<file path="config.mk">
export PLATFORM = sky130hd
export DESIGN_NAME = overdue_poll_scheduler_unit
export DESIGN_NICKNAME = d
export VERILOG_FILES = /design/src/hdl/ops_pkg.sv /design/src/hdl/ops_ram.sv /design/src/hdl/ops_div.sv /design/src/hdl/overdue_poll_scheduler_unit.sv
export SDC_FILE = /design/constraint.sdc
export NUM_CORES = 2
export LEC_CHECK = 0
export ABC_AREA = 1
export BUFFER_PORTS_ARGS = -buffer_cell sky130_fd_sc_hd__clkbuf_2
export CAP_MARGIN = 40
export CORE_AREA = 2 2 393 472
export CTS_BUF_LIST = sky130_fd_sc_hd__clkbuf_16
export CTS_CLUSTER_SIZE = 20
export DETAILED_ROUTE_END_ITERATION = 6
export DIE_AREA = 0 0 395 474
export HOLD_SLACK_MARGIN = 0.06
export SETUP_SLACK_MARGIN = 0.5
export SYNTH_ARGS = -nofsm -noshare
export SYNTH_HDL_FRONTEND = slang
export SYNTH_HIERARCHICAL = 1
export SYNTH_SLANG_ARGS = --single-unit
</file>
<file path="constraint.sdc">
create_clock -name clock -period 25 [get_ports clock]
set_input_delay 5 -clock clock [delete_from_list [all_inputs] [get_ports clock]]
set_output_delay 5 -clock clock [all_outputs]
set_load 0.05 [all_outputs]
</file>
<file path="src/hdl/ops_pkg.sv">
// ----------------------------------------------------------------------------
// ops_pkg
// Types, codes and constants shared by the poll scheduler modules.
// ----------------------------------------------------------------------------
package ops_pkg;

   typedef struct packed {
      logic [1:0]  func;
      logic [2:0]  slot_index;
      logic [1:0]  priority_req;
      logic [19:0] drive_interval;
      logic [19:0] door_interval;
      logic [19:0] charge_interval;
      logic [19:0] connect_interval;
      logic [1:0]  mode;
      logic        enable;
      logic [31:0] now_ms;
      logic [7:0]  queue_fill;
   } req_type;

   typedef struct packed {
      logic [2:0] status;
      logic [2:0] chosen_slot;
      logic [9:0] cooldown_ms;
   } rsp_type;

   localparam logic [1:0] FUNC_REGISTER = 2'd0;
   localparam logic [1:0] FUNC_SET_MODE = 2'd1;
   localparam logic [1:0] FUNC_SET_EN   = 2'd2;
   localparam logic [1:0] FUNC_TICK     = 2'd3;

   localparam logic [2:0] ST_DONE       = 3'd0;
   localparam logic [2:0] ST_QUIET      = 3'd1;
   localparam logic [2:0] ST_COOLDOWN   = 3'd2;
   localparam logic [2:0] ST_BACKPRESS  = 3'd3;
   localparam logic [2:0] ST_NONE_DUE   = 3'd4;
   localparam logic [2:0] ST_DISPATCHED = 3'd5;
   localparam logic [2:0] ST_FULL       = 3'd6;

   localparam logic [19:0] NEAR_TERM_LIMIT = 20'd10000;
   localparam logic [9:0]  COOL_ONE  = 10'd400;
   localparam logic [9:0]  COOL_TWO  = 10'd600;
   localparam logic [9:0]  COOL_MANY = 10'd1000;

   localparam int SCORE_W = 49;
   localparam int DIVIDEND_W = 48;

   // Priority bonus in Q.16: 0.2, 0.1, 0.05 and nothing.
   function automatic logic [13:0] prio_bonus(input logic [1:0] prio);
      logic [13:0] b;
      case (prio)
         2'd0:    b = 14'd13107;
         2'd1:    b = 14'd6554;
         2'd2:    b = 14'd3277;
         default: b = 14'd0;
      endcase
      return b;
   endfunction

endpackage

</file>
<file path="src/hdl/ops_ram.sv">
// ----------------------------------------------------------------------------
// ops_ram
// Generic one-write, one-read RAM with registered read data.
// ----------------------------------------------------------------------------
module ops_ram #(
   parameter int WIDTH = 20,
   parameter int DEPTH = 32
) (
   input  logic                     clock,
   input  logic                     we,
   input  logic [$clog2(DEPTH)-1:0] waddr,
   input  logic [WIDTH-1:0]         wdata,
   input  logic [$clog2(DEPTH)-1:0] raddr,
   output logic [WIDTH-1:0]         rdata
);
   logic [WIDTH-1:0] mem_ff [DEPTH];
   logic [WIDTH-1:0] rdata_ff;

   always_ff @(posedge clock) begin
      if (we) begin
         mem_ff[waddr] <= wdata;
      end
      rdata_ff <= mem_ff[raddr];
   end

   assign rdata = rdata_ff;
endmodule

</file>
<file path="src/hdl/ops_div.sv">
// ----------------------------------------------------------------------------
// ops_div
// Restoring divider, one quotient bit per cycle.
// ----------------------------------------------------------------------------
module ops_div (
   input  logic                              clock,
   input  logic                              reset,
   input  logic                              start,
   input  logic [ops_pkg::DIVIDEND_W-1:0]    dividend,
   input  logic [19:0]                       divisor,
   output logic                              done,
   output logic [ops_pkg::DIVIDEND_W-1:0]    quotient
);
   logic [ops_pkg::DIVIDEND_W-1:0] quo_ff, quo_in;
   logic [19:0] rem_ff, rem_in, div_ff, div_in;
   logic [5:0]  cnt_ff, cnt_in;
   logic        run_ff, run_in, done_ff, done_in;
   logic [20:0] trial;
   logic        fits;

   always_comb begin
      trial  = {rem_ff, quo_ff[ops_pkg::DIVIDEND_W-1]};
      fits   = trial >= {1'b0, div_ff};
      quo_in = quo_ff;
      rem_in = rem_ff;
      div_in = div_ff;
      cnt_in = cnt_ff;
      run_in = run_ff;
      done_in = 1'b0;
      if (start) begin
         quo_in = dividend;
         rem_in = '0;
         div_in = divisor;
         cnt_in = 6'(ops_pkg::DIVIDEND_W - 1);
         run_in = 1'b1;
      end else if (run_ff) begin
         rem_in = fits ? 20'(trial - {1'b0, div_ff}) : trial[19:0];
         quo_in = {quo_ff[ops_pkg::DIVIDEND_W-2:0], fits};
         cnt_in = cnt_ff - 6'd1;
         if (cnt_ff == 6'd0) begin
            run_in  = 1'b0;
            done_in = 1'b1;
         end
      end
   end

   always_ff @(posedge clock) begin
      if (reset) begin
         run_ff  <= 1'b0;
         done_ff <= 1'b0;
         cnt_ff  <= '0;
      end else begin
         run_ff  <= run_in;
         done_ff <= done_in;
         cnt_ff  <= cnt_in;
      end
      quo_ff <= quo_in;
      rem_ff <= rem_in;
      div_ff <= div_in;
   end

   assign done     = done_ff;
   assign quotient = quo_ff;
endmodule

</file>
<file path="src/hdl/overdue_poll_scheduler_unit.sv">
// ----------------------------------------------------------------------------
// overdue_poll_scheduler_unit
// Poll slot table with a sequencer that scores overdue slots on each tick.
// ----------------------------------------------------------------------------
// Register slot writes its four intervals in turn, set mode reloads the interval
// of every slot, and a tick is paced by the shared serial divider, which runs
// once for each due slot with a nonzero interval.
// Throughput is one item at a time; busy stays high until the result strobe.
// The result is shown for one cycle on rsp_strobe; the receiver cannot stall.
// Reset is synchronous and active high; it clears all slot state but priorities.
module overdue_poll_scheduler_unit #(
   parameter int MAX_SLOTS = 8
) (
   input  logic             clock,
   input  logic             reset,
   input  logic             start,
   output logic             busy,
   input  ops_pkg::req_type req_item,
   output logic             rsp_strobe,
   output ops_pkg::rsp_type rsp_item,
   input  logic             psel,
   input  logic             penable,
   input  logic             pwrite,
   input  logic [2:0]       paddr,
   input  logic [31:0]      pwdata,
   output logic [31:0]      prdata,
   output logic             pready
);
   // Slot index width and a counter width that can also hold MAX_SLOTS.
   localparam int SW = (MAX_SLOTS > 1) ? $clog2(MAX_SLOTS) : 1;
   localparam int CW = $clog2(MAX_SLOTS + 1);
   localparam int MW = SW + 2;

   localparam logic [3:0] S_IDLE    = 4'd0;
   localparam logic [3:0] S_REG_WR  = 4'd1;
   localparam logic [3:0] S_MODE_RD = 4'd2;
   localparam logic [3:0] S_MODE_WR = 4'd3;
   localparam logic [3:0] S_COOL    = 4'd4;
   localparam logic [3:0] S_CHECK   = 4'd5;
   localparam logic [3:0] S_SCAN    = 4'd6;
   localparam logic [3:0] S_DIV     = 4'd7;
   localparam logic [3:0] S_FINISH  = 4'd8;

   // Configuration registers.
   logic       quiet_ff, quiet_in;
   logic [7:0] limit_ff, limit_in;

   // Slot table.
   logic [CW-1:0] cnt_ff, cnt_in;
   logic [1:0]    prio_ff [MAX_SLOTS];
   logic [1:0]    prio_in [MAX_SLOTS];
   logic [19:0]   eff_ff  [MAX_SLOTS];
   logic [19:0]   eff_in  [MAX_SLOTS];
   logic [31:0]   lp_ff   [MAX_SLOTS];
   logic [31:0]   lp_in   [MAX_SLOTS];
   logic [MAX_SLOTS-1:0] en_ff, en_in;
   logic [1:0]    mode_ff, mode_in;
   logic          mvalid_ff, mvalid_in;
   logic [31:0]   ld_ff, ld_in;

   // Sequencer.
   logic [3:0]          state_ff, state_in;
   ops_pkg::req_type    req_ff, req_in;
   logic [CW-1:0]       i_ff, i_in;
   logic [1:0]          k_ff, k_in;
   logic [1:0]          near_ff, near_in;
   logic [9:0]          cool_ff, cool_in;
   logic                found_ff, found_in;
   logic [SW-1:0]       best_ff, best_in;
   logic [ops_pkg::SCORE_W-1:0] score_ff, score_in;

   // Result.
   logic             strobe_ff, strobe_in;
   ops_pkg::rsp_type rsp_ff, rsp_in;

   // Interval memory and shared divider.
   logic          ram_we;
   logic [MW-1:0] ram_waddr, ram_raddr;
   logic [19:0]   ram_wdata, ram_rdata;
   logic          div_start, div_done;
   logic [ops_pkg::DIVIDEND_W-1:0] div_quo;

   logic [SW-1:0] ix;
   logic [31:0]   elapsed;
   logic [ops_pkg::SCORE_W-1:0] cand;
   logic          csr_wr;

   assign ix      = i_ff[SW-1:0];
   assign elapsed = req_ff.now_ms - lp_ff[ix];
   assign cand    = ops_pkg::SCORE_W'(div_quo) +
                    ops_pkg::SCORE_W'(ops_pkg::prio_bonus(prio_ff[ix]));
   assign csr_wr  = psel & penable & pwrite;

   ops_ram #(.WIDTH(20), .DEPTH(2 ** MW)) u_ram (
      .clock (clock),
      .we    (ram_we),
      .waddr (ram_waddr),
      .wdata (ram_wdata),
      .raddr (ram_raddr),
      .rdata (ram_rdata)
   );

   ops_div u_div (
      .clock    (clock),
      .reset    (reset),
      .start    (div_start),
      .dividend ({elapsed, 16'd0}),
      .divisor  (eff_ff[ix]),
      .done     (div_done),
      .quotient (div_quo)
   );

   always_comb begin
      quiet_in  = quiet_ff;
      limit_in  = limit_ff;
      cnt_in    = cnt_ff;
      prio_in   = prio_ff;
      eff_in    = eff_ff;
      lp_in     = lp_ff;
      en_in     = en_ff;
      mode_in   = mode_ff;
      mvalid_in = mvalid_ff;
      ld_in     = ld_ff;
      state_in  = state_ff;
      req_in    = req_ff;
      i_in      = i_ff;
      k_in      = k_ff;
      near_in   = near_ff;
      cool_in   = cool_ff;
      found_in  = found_ff;
      best_in   = best_ff;
      score_in  = score_ff;
      strobe_in = 1'b0;
      rsp_in    = rsp_ff;
      ram_we    = 1'b0;
      ram_waddr = {cnt_ff[SW-1:0], k_ff};
      ram_wdata = req_ff.connect_interval;
      ram_raddr = {ix, req_ff.mode};
      div_start = 1'b0;

      // Register writes take effect at once; the user must issue them only while idle; not enforced here.
      if (csr_wr) begin
         if (paddr[2]) begin
            limit_in = pwdata[7:0];
         end else begin
            quiet_in = pwdata[0];
         end
      end

      unique case (state_ff)
         S_IDLE: begin
            if (start) begin
               req_in   = req_item;
               i_in     = '0;
               k_in     = '0;
               near_in  = '0;
               found_in = 1'b0;
               best_in  = '0;
               score_in = '0;
               rsp_in   = '{status: ops_pkg::ST_DONE, chosen_slot: 3'd0,
                            cooldown_ms: 10'd0};
               state_in = S_FINISH;
               case (req_item.func)
                  ops_pkg::FUNC_REGISTER: begin
                     if (cnt_ff == CW'(MAX_SLOTS)) begin
                        rsp_in.status = ops_pkg::ST_FULL;
                     end else begin
                        prio_in[cnt_ff[SW-1:0]] = req_item.priority_req;
                        eff_in[cnt_ff[SW-1:0]]  = '0;
                        en_in[cnt_ff[SW-1:0]]   = 1'b0;
                        lp_in[cnt_ff[SW-1:0]]   = '0;
                        state_in = S_REG_WR;
                     end
                  end
                  ops_pkg::FUNC_SET_MODE: begin
                     if (!(req_item.mode == mode_ff && mvalid_ff)) begin
                        mode_in   = req_item.mode;
                        mvalid_in = 1'b1;
                        state_in  = S_MODE_RD;
                     end
                  end
                  ops_pkg::FUNC_SET_EN: begin
                     if (6'(req_item.slot_index) < 6'(cnt_ff)) begin
                        en_in[SW'(req_item.slot_index)] = req_item.enable;
                     end
                  end
                  default: begin
                     state_in = S_COOL;
                  end
               endcase
            end
         end
         S_REG_WR: begin
            // One interval per cycle, stored at slot*4 + mode.
            ram_we = 1'b1;
            case (k_ff)
               2'd0:    ram_wdata = req_ff.connect_interval;
               2'd1:    ram_wdata = req_ff.drive_interval;
               2'd2:    ram_wdata = req_ff.door_interval;
               default: ram_wdata = req_ff.charge_interval;
            endcase
            k_in = k_ff + 2'd1;
            if (k_ff == 2'd3) begin
               cnt_in   = cnt_ff + CW'(1);
               state_in = S_FINISH;
            end
         end
         S_MODE_RD: begin
            state_in = (i_ff == cnt_ff) ? S_FINISH : S_MODE_WR;
         end
         S_MODE_WR: begin
            eff_in[ix] = ram_rdata;
            en_in[ix]  = ram_rdata != 20'd0;
            i_in       = i_ff + CW'(1);
            state_in   = S_MODE_RD;
         end
         S_COOL: begin
            if (i_ff == cnt_ff) begin
               case (near_ff)
                  2'd0, 2'd1: cool_in = ops_pkg::COOL_ONE;
                  2'd2:       cool_in = ops_pkg::COOL_TWO;
                  default:    cool_in = ops_pkg::COOL_MANY;
               endcase
               i_in     = '0;
               state_in = S_CHECK;
            end else begin
               if (en_ff[ix] && eff_ff[ix] != 20'd0 &&
                   eff_ff[ix] <= ops_pkg::NEAR_TERM_LIMIT && near_ff != 2'd3) begin
                  near_in = near_ff + 2'd1;
               end
               i_in = i_ff + CW'(1);
            end
         end
         S_CHECK: begin
            rsp_in.cooldown_ms = cool_ff;
            if (quiet_ff) begin
               rsp_in.status = ops_pkg::ST_QUIET;
               state_in = S_FINISH;
            end else if (ld_ff != 32'd0 &&
                         (req_ff.now_ms - ld_ff) < {22'd0, cool_ff}) begin
               rsp_in.status = ops_pkg::ST_COOLDOWN;
               state_in = S_FINISH;
            end else if (req_ff.queue_fill >= limit_ff) begin
               rsp_in.status = ops_pkg::ST_BACKPRESS;
               state_in = S_FINISH;
            end else begin
               state_in = S_SCAN;
            end
         end
         S_SCAN: begin
            if (i_ff == cnt_ff || (en_ff[ix] && lp_ff[ix] == 32'd0)) begin
               // End of the table, or an enabled never-polled slot ends the search.
               if (i_ff != cnt_ff || found_ff) begin
                  if (i_ff != cnt_ff) begin
                     lp_in[ix]          = req_ff.now_ms;
                     rsp_in.chosen_slot = 3'(ix);
                  end else begin
                     lp_in[best_ff]     = req_ff.now_ms;
                     rsp_in.chosen_slot = 3'(best_ff);
                  end
                  ld_in         = req_ff.now_ms;
                  rsp_in.status = ops_pkg::ST_DISPATCHED;
               end else begin
                  rsp_in.status = ops_pkg::ST_NONE_DUE;
               end
               state_in = S_FINISH;
            end else if (!en_ff[ix] || elapsed < {12'd0, eff_ff[ix]}) begin
               i_in = i_ff + CW'(1);
            end else if (eff_ff[ix] == 20'd0) begin
               // A zero interval scores the maximum.
               if (score_ff != '1) begin
                  score_in = '1;
                  best_in  = ix;
                  found_in = 1'b1;
               end
               i_in = i_ff + CW'(1);
            end else begin
               div_start = 1'b1;
               state_in  = S_DIV;
            end
         end
         S_DIV: begin
            if (div_done) begin
               if (cand > score_ff) begin
                  score_in = cand;
                  best_in  = ix;
                  found_in = 1'b1;
               end
               i_in     = i_ff + CW'(1);
               state_in = S_SCAN;
            end
         end
         S_FINISH: begin
            strobe_in = 1'b1;
            state_in  = S_IDLE;
         end
         default: begin
            state_in = S_IDLE;
         end
      endcase
   end

   always_ff @(posedge clock) begin
      if (reset) begin
         quiet_ff  <= 1'b0;
         limit_ff  <= 8'd8;
         cnt_ff    <= '0;
         for (int n = 0; n < MAX_SLOTS; n++) begin
            eff_ff[n] <= '0;
            lp_ff[n]  <= '0;
         end
         en_ff     <= '0;
         mode_ff   <= '0;
         mvalid_ff <= 1'b0;
         ld_ff     <= '0;
         state_ff  <= S_IDLE;
         strobe_ff <= 1'b0;
      end else begin
         quiet_ff  <= quiet_in;
         limit_ff  <= limit_in;
         cnt_ff    <= cnt_in;
         eff_ff    <= eff_in;
         lp_ff     <= lp_in;
         en_ff     <= en_in;
         mode_ff   <= mode_in;
         mvalid_ff <= mvalid_in;
         ld_ff     <= ld_in;
         state_ff  <= state_in;
         strobe_ff <= strobe_in;
      end
      prio_ff  <= prio_in;
      req_ff   <= req_in;
      i_ff     <= i_in;
      k_ff     <= k_in;
      near_ff  <= near_in;
      cool_ff  <= cool_in;
      found_ff <= found_in;
      best_ff  <= best_in;
      score_ff <= score_in;
      rsp_ff   <= rsp_in;
   end

   assign busy       = state_ff != S_IDLE;
   assign rsp_strobe = strobe_ff;
   assign rsp_item   = rsp_ff;
   assign pready     = 1'b1;
   assign prdata     = paddr[2] ? {24'd0, limit_ff} : {31'd0, quiet_ff};
endmodule

</file>
==> results_dict.tcl <==
set metrics [dict create \
    cp_max_fo 11 \
    final_common_cell "nand2_1" \
    antenna_found_initial 16 \
    worst_hold_path_type "reg -> reg" \
    routed_via_density 5.430 \
    clock_latency_ps 840 \
    grt_pass1_wl_microns 351500 \
    finalPower_mw 9.767 \
    synth_async_sr_flop_share 0 \
    finalSetupViolCount 0 \
    slew_headroom 0.3560 \
    worstReg2RegStart "i_ff[1]" \
    h-tree-depth 4 \
    cts_buffers 154 \
    grt_max_degree 162 \
    cp_data_arrival_time_ps 6190 \
    ys_seq_area_frac 0.5254 \
    highest_layer "met5" \
    ys_ff_latch 1446 \
    wl_per_cell_microns 21.02 \
    critPathCaptureType "output port" \
    min_period_over_period 0.4477 \
    skew_ps 77.64 \
    r2r_slack_ps 16090 \
    outcome "completed" \
    fin_util 0.4446 \
    syn_to_final_growth_pct 11.84 \
    cts_setup_buffers 0 \
    drt-initial-drc-count 5483 \
    min_period_ps 11190 \
    r2r-end "score_ff[6]" \
    finalHoldViolations 0 \
    ir_worst_vdd_v 0.00009627 \
    synth_area_sq_mm 0.07264 \
    die_h_microns 474 \
    ioPinCount 222 \
    powerDensity_mw_per_mm2 120.2 \
    dieArea_sq_mm 0.1872 \
    leakagePower_nw 32.54 \
    min_path_cells 2 \
    ctsHoldBuffers 0 \
    synth_area_per_cell_sq_um 8.456 \
    final.setup.tns_ps 0 \
    remaining_drc_errors 0 \
    synthFlopType "edfxtp_1" \
    cts_buffer_depth 3 \
    path_clk_slew_ps 60 \
    grt_pass1_vias 58140 \
    vias 60710 \
    drtAntennaViolNets 0 \
    cts_tree "done" \
    synth_edf_count 921 \
    ff2ff_path_depth 38 \
    cts_root_buffer "clkbuf_16" \
    core_area_sq_mm 0.1827 \
    dr_wl_met3_microns 17680 \
    totalWireLength_microns 235000 \
    grt-ovfl-total 0 \
    final_cell_mix "nand2_1, inv_1, edfxtp_1, nand3_1, a21oi_1" \
    yosysWarnings 6 \
    start_util 0.3976 \
    hp-start "eff_ff[12]" \
    max-cap-violations 0 \
    gp_congestion 0.9409 \
    tightest_slew_ps 966.0 \
    dr.pass1.iters 6 \
    rows 172 \
    critPathKind "in -> out" \
    slew_viol_final 0 \
    required_ps 20000 \
    synth.distinct_cells 63 \
    holdPathEnd "eff_ff[12]" \
    grt.total_usage 0.2450 \
    fin_nets 8980 \
    die_w_microns 395 \
    wl_met2_microns 112900 \
    place_hpwl_microns 149700 \
    wl_met1_microns 94130 \
    grt_setup_unrepaired "false" \
    cts_resized 0 \
    crit_path_start_kind "input pin" \
    fmax_mhz 89.34 \
    io_buffers 167 \
    synthCells 8590 \
    final_layout_size_suffix_gt1_frac 0.07552 \
    clock_sinks 1446 \
]
[cells in the mapped netlist, types with 22 or more instances]
master    count  area share
o32ai_1     261       0.031
clkbuf_1    266       0.014
nand4_1      69      0.0059
nor2_1      538       0.028
a221oi_1     22      0.0027
a21oi_1     539       0.037
nand2_1    2563        0.13
nand3_1     692       0.048
a22oi_1      34      0.0035
dfxtp_1     525        0.14
buf_1        31      0.0016
edfxtp_1    921        0.38
o21ai_0     307       0.021
buf_6        33      0.0051
inv_1       905       0.047
nor4_1       32      0.0028
o21ai_1      29      0.0020
buf_4        60      0.0062
xor2_1       55      0.0066
ha_1        194       0.033
nor3_1       81      0.0056
a22o_1       26      0.0031
buf_2       108      0.0074
o22ai_1      97      0.0084
[report_power, final]
group          internal (mW)  total (mW)  switching, mW  leakage, nW
clock network           1.19        2.20           1.01         2.49
logic                   1.26        4.30           3.04         17.3
registers               3.06        3.27          0.214         12.7
total                   5.50        9.77           4.26         32.5
[cell families after synthesis]
logic type,Yosys count,share of synthesized area
and+or+nand+nor,4049,0.2307
DFF,1446,0.5254
other,2,0.0001034
xor gates and xnor gates,76,0.009164
adders and majority gates,196,0.03397
AOI/OAI and AO/OA,1391,0.1178
buffers and inverters,1430,0.08287
[sequential cells by signal (all words and copies together) (netlist names), 2 cells and up]
name and count:
lp_ff 256, u_ram/rdata 20, u_div/rem_ff 20, best_ff 3, u_div/cnt_ff 6, u_div/div_ff 20, ram_raddr 2, mode_ff 2
state_ff 4, eff_ff 160, near_ff 2, cnt_ff 4, rsp_item 10, score_ff 49, req_ff 120, i_ff 4
ld_ff 32, cool_ff 4, u_div/quotient 48, k_ff 2, prio_ff 16, limit_ff 8, u_ram/mem_ff 640, en_ff 8
[per-layer routing]
metal	vias to the layer above	track usage
met3	594	0.03767
met4	8	0.1081
met5	-	0
met2	2418	0.4191
li1	28970	-
met1	28720	0.3052
[how the worst max path moves through the flow]
| stage | from | endpoint | slack, ps | cells past startpoint |
|---|---|---|---|---|
| after CTS | paddr[2] | prdata[7] | 13890 | 4 |
| after global placement | paddr[2] | prdata[7] | 13900 | 4 |
| after detailed placement | paddr[2] | prdata[7] | 13890 | 4 |
| final | paddr[2] | prdata[7] | 13810 | 4 |
| after global routing | paddr[2] | prdata[7] | 13730 | 4 |
| after floorplan | start | en_ff[2] | 13290 | 9 |
[through the flow]
step,hold WS (ps),instance area [sq um],instances,worst slack (ps)
2_1_floorplan,431.0,72800,8632,13290
3_3_place_gp,442.1,75430,10850,13900
3_5_place_dp,452.1,76370,10890,13890
4_1_cts,461.6,81220,11170,13890
5_1_grt,476.0,81230,11180,13730
6_report,460.2,81240,11180,13810
[cell type report]
type	instances	area, sq um
Fill cell	17740	101500
Sequential cell	1446	38170
Multi-Input combinational cell	5756	28950
Clock buffer	154	3854
Inverter	926	3500
Tap cell	2436	3048
Timing Repair Buffer	329	2715
Clock inverter	128	993.5
Antenna cell	5	12.51
[critical path: stages]
cell	delay, ps
clkbuf_2	230
nand2_1	100
inv_1	460
clkbuf_2	390
(Power assumes the default switching activity.)
